### src/hw/rtl/sceex_pkg.sv
package sceex_pkg;

    // Default number of bytes in one sensor report
    localparam int REPORT_BYTES_DEF = 10;

    // Field widths
    localparam int IDX_W  = 4;
    localparam int BYTE_W = 8;
    localparam int BIT_W  = 3;
    localparam int DEC_W  = 3;
    localparam int SENS_W = 5;

    // Entries in the queue between front and back
    localparam int QUEUE_DEPTH = 2;

    // One changed byte waiting for event generation
    typedef struct packed {
        logic [IDX_W-1:0]  byte_index;
        logic [BYTE_W-1:0] byte_value;
        logic [BYTE_W-1:0] diff;
    } sceex_rec_t;

endpackage

### src/hw/rtl/sceex_if.sv
interface sceex_in_if;
    logic                         valid;
    logic                         ready;
    logic [sceex_pkg::IDX_W-1:0]  byte_index;
    logic [sceex_pkg::BYTE_W-1:0] byte_value;

    modport source (output valid, output byte_index, output byte_value, input ready);
    modport sink   (input valid, input byte_index, input byte_value, output ready);
endinterface

interface sceex_out_if;
    logic                         valid;
    logic                         ready;
    logic [sceex_pkg::DEC_W-1:0]  decoder_number;
    logic [sceex_pkg::SENS_W-1:0] sensor_number;
    logic                         new_level;
    logic                         last_event;

    modport source (output valid, output decoder_number, output sensor_number,
                    output new_level, output last_event, input ready);
    modport sink   (input valid, input decoder_number, input sensor_number,
                    input new_level, input last_event, output ready);
endinterface

### src/hw/rtl/sceex_front.sv
module sceex_front #(
    parameter int REPORT_BYTES = sceex_pkg::REPORT_BYTES_DEF
) (
    input  logic                  clk,
    input  logic                  rst_n,
    sceex_in_if.sink              in_ch,
    output logic                  push_valid,
    input  logic                  push_ready,
    output sceex_pkg::sceex_rec_t push_rec
);

    // Only indexes that the 4-bit field can reach need storage
    localparam int MAX_REACH   = 1 << sceex_pkg::IDX_W;
    localparam int STORE_DEPTH = (REPORT_BYTES < MAX_REACH) ? REPORT_BYTES : MAX_REACH;
    localparam int SIDX_W      = (STORE_DEPTH > 1) ? $clog2(STORE_DEPTH) : 1;

    logic [sceex_pkg::BYTE_W-1:0] saved_reg [STORE_DEPTH];
    logic [SIDX_W-1:0]            slot;
    logic                         in_range;
    logic                         accept;
    logic [sceex_pkg::BYTE_W-1:0] diff;

    // Classify the incoming byte against its saved copy
    always_comb
    begin
        slot       = in_ch.byte_index[SIDX_W-1:0];
        in_range   = (int'(in_ch.byte_index) < REPORT_BYTES);
        in_ch.ready = push_ready;
        accept     = in_ch.valid && push_ready;
        diff       = in_range ? (saved_reg[slot] ^ in_ch.byte_value) : '0;
        push_valid = accept && in_range && (diff != '0);
        push_rec.byte_index = in_ch.byte_index;
        push_rec.byte_value = in_ch.byte_value;
        push_rec.diff       = diff;
    end

    // Store the new byte on every in-range transfer
    always_ff @(posedge clk or negedge rst_n)
    begin
        if (!rst_n)
        begin
            for (int i = 0; i < STORE_DEPTH; i++)
            begin
                saved_reg[i] <= '0;
            end
        end
        else if (accept && in_range)
        begin
            saved_reg[slot] <= in_ch.byte_value;
        end
    end

endmodule

### src/hw/rtl/sceex_queue.sv
module sceex_queue #(
    parameter int DEPTH = sceex_pkg::QUEUE_DEPTH
) (
    input  logic                  clk,
    input  logic                  rst_n,
    input  logic                  push_valid,
    output logic                  push_ready,
    input  sceex_pkg::sceex_rec_t push_rec,
    output logic                  pop_valid,
    input  logic                  pop_ready,
    output sceex_pkg::sceex_rec_t pop_rec
);

    localparam int PTR_W = (DEPTH > 1) ? $clog2(DEPTH) : 1;
    localparam int CNT_W = $clog2(DEPTH + 1);

    sceex_pkg::sceex_rec_t entry_reg [DEPTH];
    logic [PTR_W-1:0]      wr_ptr_reg;
    logic [PTR_W-1:0]      wr_ptr_next;
    logic [PTR_W-1:0]      rd_ptr_reg;
    logic [PTR_W-1:0]      rd_ptr_next;
    logic [CNT_W-1:0]      count_reg;
    logic [CNT_W-1:0]      count_next;
    logic                  do_push;
    logic                  do_pop;

    // Work out pointer and fill updates
    always_comb
    begin
        push_ready = (count_reg != CNT_W'(DEPTH));
        pop_valid  = (count_reg != '0);
        pop_rec    = entry_reg[rd_ptr_reg];
        do_push    = push_valid && push_ready;
        do_pop     = pop_valid && pop_ready;
        wr_ptr_next = wr_ptr_reg;
        rd_ptr_next = rd_ptr_reg;
        count_next  = count_reg;
        if (do_push)
        begin
            wr_ptr_next = (wr_ptr_reg == PTR_W'(DEPTH - 1)) ? '0 : wr_ptr_reg + PTR_W'(1);
        end
        if (do_pop)
        begin
            rd_ptr_next = (rd_ptr_reg == PTR_W'(DEPTH - 1)) ? '0 : rd_ptr_reg + PTR_W'(1);
        end
        if (do_push && !do_pop)
        begin
            count_next = count_reg + CNT_W'(1);
        end
        else if (!do_push && do_pop)
        begin
            count_next = count_reg - CNT_W'(1);
        end
    end

    // Advance pointers and fill count
    always_ff @(posedge clk or negedge rst_n)
    begin
        if (!rst_n)
        begin
            wr_ptr_reg <= '0;
            rd_ptr_reg <= '0;
            count_reg  <= '0;
        end
        else
        begin
            wr_ptr_reg <= wr_ptr_next;
            rd_ptr_reg <= rd_ptr_next;
            count_reg  <= count_next;
        end
    end

    // Hold queued records
    always_ff @(posedge clk)
    begin
        if (do_push)
        begin
            entry_reg[wr_ptr_reg] <= push_rec;
        end
    end

endmodule

### src/hw/rtl/sceex_back.sv
module sceex_back (
    input  logic                  clk,
    input  logic                  rst_n,
    input  logic                  pop_valid,
    output logic                  pop_ready,
    input  sceex_pkg::sceex_rec_t pop_rec,
    sceex_out_if.source           out_ch
);

    localparam int BYTE_W = sceex_pkg::BYTE_W;
    localparam int BIT_W  = sceex_pkg::BIT_W;
    localparam int SENS_W = sceex_pkg::SENS_W;
    localparam int DEC_W  = sceex_pkg::DEC_W;
    localparam int IDX_W  = sceex_pkg::IDX_W;

    logic                  cur_valid_reg;
    logic                  cur_valid_next;
    sceex_pkg::sceex_rec_t cur_reg;
    sceex_pkg::sceex_rec_t cur_next;

    logic                  out_valid_reg;
    logic                  out_valid_next;
    logic [DEC_W-1:0]      dec_reg;
    logic [SENS_W-1:0]     sens_reg;
    logic                  level_reg;
    logic                  last_reg;

    logic                  out_free;
    logic                  emit;
    logic                  found;
    logic [BIT_W-1:0]      bit_sel;
    logic [BYTE_W-1:0]     mask_left;
    logic                  is_last;
    logic [SENS_W-1:0]     sens_base;
    logic [SENS_W-1:0]     sens_val;

    // Pick the lowest changed bit
    always_comb
    begin
        bit_sel = '0;
        found   = 1'b0;
        for (int i = 0; i < BYTE_W; i++)
        begin
            if (!found && cur_reg.diff[i])
            begin
                bit_sel = BIT_W'(i);
                found   = 1'b1;
            end
        end
    end

    // Step through the changed bits, one event per cycle while the output register is free
    always_comb
    begin
        out_free  = !out_valid_reg || out_ch.ready;
        emit      = cur_valid_reg && out_free;
        mask_left = cur_reg.diff & (cur_reg.diff - BYTE_W'(1));
        is_last   = (mask_left == '0);
        pop_ready = !cur_valid_reg || (emit && is_last);
        sens_base = cur_reg.byte_index[0] ? SENS_W'(2 * BYTE_W) : SENS_W'(BYTE_W);
        sens_val  = sens_base - {{(SENS_W - BIT_W){1'b0}}, bit_sel};

        cur_valid_next = cur_valid_reg;
        cur_next       = cur_reg;
        if (pop_ready)
        begin
            cur_valid_next = pop_valid;
            cur_next       = pop_rec;
        end
        else if (emit)
        begin
            cur_next.diff = mask_left;
        end

        if (emit)
        begin
            out_valid_next = 1'b1;
        end
        else if (out_ch.ready)
        begin
            out_valid_next = 1'b0;
        end
        else
        begin
            out_valid_next = out_valid_reg;
        end
    end

    // Control state
    always_ff @(posedge clk or negedge rst_n)
    begin
        if (!rst_n)
        begin
            cur_valid_reg <= 1'b0;
            out_valid_reg <= 1'b0;
        end
        else
        begin
            cur_valid_reg <= cur_valid_next;
            out_valid_reg <= out_valid_next;
        end
    end

    // Working record and event payload
    always_ff @(posedge clk)
    begin
        cur_reg <= cur_next;
        if (emit)
        begin
            dec_reg   <= cur_reg.byte_index[IDX_W-1:1];
            sens_reg  <= sens_val;
            level_reg <= cur_reg.byte_value[bit_sel];
            last_reg  <= is_last;
        end
    end

    assign out_ch.valid          = out_valid_reg;
    assign out_ch.decoder_number = dec_reg;
    assign out_ch.sensor_number  = sens_reg;
    assign out_ch.new_level      = level_reg;
    assign out_ch.last_event     = last_reg;

endmodule

### src/hw/rtl/sensor_change_event_extractor_core.sv
// Sensor change event extractor.
// in_ch carries one report byte (byte_index, byte_value) per transfer. The
// block keeps the last byte seen at each index and, for every bit that
// changed, sends one event on out_ch: decoder_number = index/2,
// sensor_number = 8*(index mod 2) + 8 - bit, new_level, and last_event on
// the final event of the byte. Bits are scanned from bit 0 upward. An
// unchanged byte, or an index at or above REPORT_BYTES, gives no event.
// The first event of a byte passes the queue, the working record and
// the output register. Throughput: the event generator emits one event
// per cycle while out_ch is not stalled; a byte has at most eight
// changed bits, and an unchanged byte never enters the queue. A two-entry
// queue sits between the classifier and the event generator, so input is
// taken while events are still pending or waiting on out_ch.
// Reset clears every saved byte to zero and empties queue and output.
// When out_ch stalls the event is held; once the queue fills, in_ch.ready
// drops until the generator frees an entry.
module sensor_change_event_extractor_core #(
    parameter int REPORT_BYTES = sceex_pkg::REPORT_BYTES_DEF
) (
    input  logic        clk,
    input  logic        rst_n,
    sceex_in_if.sink    in_ch,
    sceex_out_if.source out_ch
);

    logic                  push_valid;
    logic                  push_ready;
    sceex_pkg::sceex_rec_t push_rec;
    logic                  pop_valid;
    logic                  pop_ready;
    sceex_pkg::sceex_rec_t pop_rec;

    sceex_front #(
        .REPORT_BYTES (REPORT_BYTES)
    ) u_front (
        .clk        (clk),
        .rst_n      (rst_n),
        .in_ch      (in_ch),
        .push_valid (push_valid),
        .push_ready (push_ready),
        .push_rec   (push_rec)
    );

    sceex_queue #(
        .DEPTH (sceex_pkg::QUEUE_DEPTH)
    ) u_queue (
        .clk        (clk),
        .rst_n      (rst_n),
        .push_valid (push_valid),
        .push_ready (push_ready),
        .push_rec   (push_rec),
        .pop_valid  (pop_valid),
        .pop_ready  (pop_ready),
        .pop_rec    (pop_rec)
    );

    sceex_back u_back (
        .clk       (clk),
        .rst_n     (rst_n),
        .pop_valid (pop_valid),
        .pop_ready (pop_ready),
        .pop_rec   (pop_rec),
        .out_ch    (out_ch)
    );

endmodule

### src/flat_wrapper.sv
// flat-port wrapper written by rule: the top's interface ports become plain ports
module sensor_change_event_extractor_core_flat 
#(
    parameter int REPORT_BYTES = sceex_pkg::REPORT_BYTES_DEF
)
  (clk, rst_n, in_ch_valid, in_ch_byte_index, in_ch_byte_value, in_ch_ready, out_ch_valid, out_ch_decoder_number, out_ch_sensor_number, out_ch_new_level, out_ch_last_event, out_ch_ready);
  sceex_in_if in_ch_i ();
  sceex_out_if out_ch_i ();
  input  logic clk;
  input  logic rst_n;
  input wire logic [$bits(in_ch_i.valid)-1:0] in_ch_valid;
  input wire logic [$bits(in_ch_i.byte_index)-1:0] in_ch_byte_index;
  input wire logic [$bits(in_ch_i.byte_value)-1:0] in_ch_byte_value;
  output wire logic [$bits(in_ch_i.ready)-1:0] in_ch_ready;
  output wire logic [$bits(out_ch_i.valid)-1:0] out_ch_valid;
  output wire logic [$bits(out_ch_i.decoder_number)-1:0] out_ch_decoder_number;
  output wire logic [$bits(out_ch_i.sensor_number)-1:0] out_ch_sensor_number;
  output wire logic [$bits(out_ch_i.new_level)-1:0] out_ch_new_level;
  output wire logic [$bits(out_ch_i.last_event)-1:0] out_ch_last_event;
  input wire logic [$bits(out_ch_i.ready)-1:0] out_ch_ready;
  assign in_ch_i.valid = in_ch_valid;
  assign in_ch_i.byte_index = in_ch_byte_index;
  assign in_ch_i.byte_value = in_ch_byte_value;
  assign in_ch_ready = in_ch_i.ready;
  assign out_ch_valid = out_ch_i.valid;
  assign out_ch_decoder_number = out_ch_i.decoder_number;
  assign out_ch_sensor_number = out_ch_i.sensor_number;
  assign out_ch_new_level = out_ch_i.new_level;
  assign out_ch_last_event = out_ch_i.last_event;
  assign out_ch_i.ready = out_ch_ready;
  sensor_change_event_extractor_core #(.REPORT_BYTES(REPORT_BYTES)) u_core (.clk(clk), .rst_n(rst_n), .in_ch(in_ch_i), .out_ch(out_ch_i));
endmodule
### config.mk
export PLATFORM = sky130hd
export DESIGN_NAME = sensor_change_event_extractor_core_flat
export DESIGN_NICKNAME = d
export VERILOG_FILES = /design/src/hw/rtl/sceex_pkg.sv /design/src/hw/rtl/sceex_if.sv /design/src/hw/rtl/sceex_front.sv /design/src/hw/rtl/sceex_queue.sv /design/src/hw/rtl/sceex_back.sv /design/src/hw/rtl/sensor_change_event_extractor_core.sv /design/src/flat_wrapper.sv
export SDC_FILE = /design/constraint.sdc
export NUM_CORES = 1
export LEC_CHECK = 0
export BUFFER_PORTS_ARGS = -buffer_cell sky130_fd_sc_hd__buf_2
export CAP_MARGIN = 0
export CORE_ASPECT_RATIO = 1.5
export CORE_UTILIZATION = 50
export CTS_BUF_LIST = sky130_fd_sc_hd__clkbuf_4
export DETAILED_ROUTE_END_ITERATION = 7
export GPL_TIMING_DRIVEN = 0
export PLACE_DENSITY = 0.79
export SYNTH_ARGS = -nofsm -noshare
export SYNTH_HDL_FRONTEND = slang
export SYNTH_SLANG_ARGS = --single-unit
### constraint.sdc
create_clock -name clk -period 5.35 [get_ports clk]
set_input_delay 0.535 -clock clk [delete_from_list [all_inputs] [get_ports clk]]
set_output_delay 0.535 -clock clk [all_outputs]
set_load 0.005 [all_outputs]
# Word level (Yosys, flattened, before mapping)
# Memory sizes are Yosys's and may differ from the RTL's.
# Cells that the tools add are included.
# Widths: inputs -> output; s select.
[word_totals] reg_bits=116 ramBits=40 input_bits=16 output_inout_bits=12 elab_cells=107 memories=1
[op_classes] add_sub_neg=6 magnitude_cmp=4 n_eq_ne=1 muxes=34 bitwise=3 n_reduce_logical=36
[memory_table] memory="u_core.u_queue.entry_reg" depth=2 word_bits=20 rd=1 rd_clocked_by_memory_dff=0 wr=1 line_no="sceex_queue.sv:17" source="sceex_pkg::sceex_rec_t entry_reg [DEPTH];"
[ops] cell="$bwmux 80" count=1
[ops] cell="$mux 8" count=6
[ops] cell="$bmux 8 s4" count=1
[ops] cell="$demux 8 s4" count=1
[ops] cell="$mux 3" count=6
[ops] cell="$logic_and 1x1->1" count=17
[ops] cell="$mux 1" count=15
[ops] cell="$logic_not 1->1" count=11
[ops] cell="$and 8x8->8" count=1
[ops] cell="$logic_not 8->1" count=1
[ops] cell="$reduce_bool 2->1" count=4
[ops] cell="$reduce_bool 8->1" count=1
[ops] cell="$sub 8x1->8 const B" count=1
[ops] cell="$xor 8x8->8" count=1
[ops] cell="$ge 5x5->1 const B" count=1
[ops] cell="$lt 5x1->1 const B" count=1
[ops] cell="$mux 5" count=1
[ops] cell="$not 4->5" count=1
[ops] cell="$sub 5x3->5" count=1
[ops] cell="$lt 3x4->1 const B" count=1
[ops] cell="$lt 4x4->1 const B" count=1
[ops] cell="$mux 2" count=2
[ops] cell="$bmux 1 s3" count=1
[ops] cell="$add 1x1->1 const B" count=2
[ops] cell="4 further kinds" count=5

# Depth between registers and ports, before layout
[depth] word_depth=24 depth_mapped=12 mapped_depth_nobuf=10

# Cells and area by module
# A second synthesis with hierarchy kept.
[hier_totals] hier_cells=469 hier_area_um2=7055.5
[modules_own_cells] module="sceex_front" n_inst=1 cells_per_inst=303 area_each_um2=4016.4 seq_area_each_um2=2001.9
[modules_own_cells] module="sceex_queue" n_inst=1 cells_per_inst=80 area_each_um2=1665.3 seq_area_each_um2=1301.2
[modules_own_cells] module="sceex_back" n_inst=1 cells_per_inst=86 area_each_um2=1373.8 seq_area_each_um2=950.9

# Worst setup path before layout
# OpenSTA, ideal clock, no wires.
[synth_timing] path_type="input port to flip-flop" startpoint="input port in_ch_byte_index[1]" endpoint="memory u_core.u_queue.entry_reg[0][0] (netlist bit) (enable)" setup_time_ps=399 arrival_time_ps=3132 t_required_ps=4951 slack_ps=1819 cell_stages=9 path_buffers=2 path_cell_list="clkbuf_1 buf_2 mux4_2 a22o_1 a21oi_1 xnor2_1 nor4_2 a41oi_2 nor2b_1"
[synth_between] elab_chain_cells=11 word_cells_on_any_way=13 cone_classes="1 x order compare; 6 x mux; 2 x bitwise; 4 x reduce/logical"
[synth_lines] item="start, declared" line_no="flat_wrapper.sv:12" source="input wire logic [$bits(in_ch_i.byte_index)-1:0] in_ch_byte_index;"
[synth_lines] item="$not 4->5 (not written as such)" line_no="sceex_front.sv:30" source="diff = in_range ? (saved_reg[slot] ^ in_ch.byte_value) : '0;"
[synth_lines] item="$bmux 8 s4" line_no="sceex_front.sv:30"
[synth_lines] item="$mux 8 (not written as such) (2 in series)" line_no="sceex_front.sv:30"
[synth_lines] item="$xor 8x8->8" line_no="sceex_front.sv:30"
[synth_lines] item="$mux 8" line_no="sceex_front.sv:30"
[synth_lines] item="$reduce_bool 8->1" line_no="sceex_front.sv:31" source="push_valid = accept && in_range && (diff != '0);"
[synth_lines] item="$logic_and 1x1->1 *" line_no="sceex_front.sv:31"
[synth_lines] item="$logic_and 1x1->1 *" line_no="sceex_queue.sv:33" source="do_push = push_valid && push_ready;"
[synth_lines] item="net u_core.u_queue.do_push" line_no="sceex_queue.sv:24" source="logic do_push;"
[synth_lines] item="$mux 1 *" line_no="sceex_queue.sv:76" source="if (do_push)"
[synth_lines] item="$mux 1 (not written as such) *" line_no="sceex_queue.sv:78" source="entry_reg[wr_ptr_reg] <= push_rec;"
[synth_lines] item="end, declared" line_no="sceex_queue.sv:17"
# The timed path passes the listed nets; every way through them passes the cells marked *. The select of a mux whose other input is x is not followed.

# Worst setup path after layout
[layout_timing] startpoint="input port in_ch_byte_index[1]" endpoint="memory u_core.u_queue.entry_reg[1][5] (netlist bit) (enable)"
# Same word-level chain as after synthesis.

==> results.cfg <==
[yosys]
synth.avg_cell_area_sq_um = 15.87
synth_seq_cells = 156
synthArstFlopShare_pct = 55.13
synth_edf_count = 70
synthesis.area_sq_mm = 0.006808
yosysWarningCount = 0
yosysUniqueCellTypes = 42
ys_seq_area_share_pct = 62.49
ys.flop_type = dfrtp_1
synth_nets = 447
synth_cells = 429

[run_status]
outcome = finished, final reports clean

[sta]
tns_ns = 0
finalSetupViolCount = 0
skew_ns = 0.02529
slew_headroom_pct = 32.70
post-route-period-util_pct = 63.79
max_freq_mhz = 293.0
finalHoldViolCount = 0
maxSlewViolCount = 0
rsz0062_at_grt = no
setup_slack_ns = 1.937
worstMarginPinSlew_ns = 1.006
period_minus_slack_ns = 3.413

[clock_network]
post_cts.repair.setup_buffers = 0
cts_root_buf = clkbuf_4
ctsResizeCount = 0
clkSinkCount = 156
clk_latency_ns = 0.53
clk_pin_slew_worst_paths_ns = 0.13
htreeDepth = 4
clock_path_buffers = 2
cts_tree = yes
ctsHoldBuffers = 1
cts_buffers = 17

[die]
start_util_pct = 51.79
io_pins = 28
die_h_um = 144.9
num_rows = 51
coreArea_sq_mm = 0.01315
die_width_um = 97.28
design.die.area_sq_mm = 0.01410

[placed_design]
numPortBuffers = 27
dpl.hpwl_mm = 8.799
post-place-ws_ns = 1.372
gp_congestion = 0.8376

[setup_path]
crit_arrival_ns = 3.56
start_kind = input pin
cp.required_ns = 5.50
crit_start = in_ch_byte_index[1]
end_kind = register
rr_startpoint = u_core.u_front.saved_reg[23]$_DFFE_PN0P_
worstSetupPathType = input pin to register
cp_max_fo = 20

[detailed_routing]
first_iter_violations = 156
ant_nets = 0
via_count = 3620
dr.pass1.iters = 4
drt_drc_violations_left = 0
wire_per_inst_um = 18.66
vias_per_cell = 5.561
drt_wl_total_mm = 12.15

[cells_and_area]
nets = 496
drive_gt1_share_pct = 41.34
largest_reg_flops = 80
layout_commonest_cell = mux2_2
synthToLayoutAreaGrowth_pct = 10.07
mostFrequentLayoutCells = 104 x mux2_2, 86 x dfrtp_1, 70 x edfxtp_1

[power_and_ir_drop]
p_total_uw = 3284
vdd_drop_max_uv = 239.4
p_per_area_mw_per_mm2 = 438.2
power.leakage_uw = 0.003000

[global_routing]
grt_pass1_vias = 3969
track_usage_pct = 18.73
grt_overflow = 0
grt_max_degree = 71
antenna_found_initial = 1
grt_pass1_wl_mm = 20.07

[worst_hold_path]
min_path_type = input pin to register
hp-start = in_ch_byte_index[2]

[job]
maxCapViolCount = 0
[report_power, final]
| group | total [uW] | switching (uW) | internal, uW |
|---|---|---|---|
| combinational | 793 | 346 | 446 |
| sequential | 1770 | 157 | 1620 |
| clock | 717 | 386 | 331 |
| total | 3280 | 890 | 2390 |
[routing by layer]
metal,GRT usage (%),up-vias,wire (um)
met4,10.74,0,356
met5,0,-,0
met2,34.30,64,6921
li1,-,1716,-
met3,3.516,26,316
met1,19.83,1814,4556
[stage by stage]
step	utilization (%)	hold WS (ns)	instance area (sq um)	std cells
after floorplan	-	0.2394	6808	429
after global placement	54.33	0.4041	7142	615
after detailed placement	54.69	0.4045	7189	617
after CTS	56.99	0.1460	7491	650
after global routing	57.01	0.1443	7493	651
final	57.01	0.1948	7493	651
[worst max-delay path: stages]
cell and delay [ns]:
buf_2 0.10, clkbuf_1 0.40, buf_2 0.38, mux4_2 0.36
a22o_1 0.20, a21oi_1 0.15, xnor2_1 0.21, nor4_2 0.11
a41oi_2 0.32, and2_1 0.79
[kinds of logic after synthesis]
kind of cell,share of synthesized area [%]
mux,24.04
buf+inv,1.728
compound gates,4.191
fa+ha+maj,0.5329
simple gates,5.091
xor+xnor,1.930
flops,62.49
[Yosys cell counts, drive strengths merged, types with 2 or more instances]
| library cell | count | area share (%) |
|---|---|---|
| nor3b | 4 | 0.66 |
| nand3 | 4 | 0.29 |
| o21ai | 10 | 0.85 |
| clkbuf | 16 | 0.88 |
| a22o | 8 | 1.0 |
| xnor2 | 10 | 1.3 |
| nand2b | 5 | 0.57 |
| a21oi | 18 | 1.3 |
| and2 | 8 | 0.74 |
| buf | 7 | 0.62 |
| xor2 | 5 | 0.64 |
| nor2 | 16 | 0.88 |
| and3 | 2 | 0.18 |
| dfrtp | 86 | 32 |
| nor2b | 3 | 0.28 |
| ha | 2 | 0.37 |
| mux2 | 104 | 17 |
| nand4 | 2 | 0.18 |
| or3 | 3 | 0.35 |
| inv | 4 | 0.22 |
| o21a | 2 | 0.22 |
| nand2 | 7 | 0.39 |
| edfxtp | 70 | 31 |
| mux2i | 6 | 0.88 |
| mux4 | 18 | 6.0 |
[path summary, 6_finish.rpt]
check	cells past startpoint	slack, ns	endpoint
max	10	1.94	u_core.u_queue.entry_reg[1][5]$_DFFE_PP_
min	1	0.19	u_core.u_queue.entry_reg[1][18]$_DFFE_PP_
max reg2reg	7	2.22	u_core.u_queue.entry_reg[1][5]$_DFFE_PP_
min reg2reg	0	0.43	u_core.u_back.out_ch.decoder_number[2]$_DFFE_PP_
max in group asynchronous	3	4.33	u_core.u_queue.rd_ptr_reg$_DFFE_PN0P_
min in group asynchronous	2	0.39	u_core.u_front.saved_reg[15]$_DFFE_PN0P_
[final cells by class]
| cell class | count | area [sq um] |
|---|---|---|
| inverters | 4 | 15.01 |
| clock buffers | 19 | 142.6 |
| repair buffers | 30 | 190.2 |
| well taps | 159 | 198.9 |
| diodes | 1 | 2.502 |
| plain buffers | 23 | 102.6 |
| multi-input cells | 246 | 2439 |
| flip-flops and latches | 156 | 4254 |
| clock inverters | 13 | 148.9 |
| fillers | 1010 | 5652 |
Power figures use the tool's default switching activity.
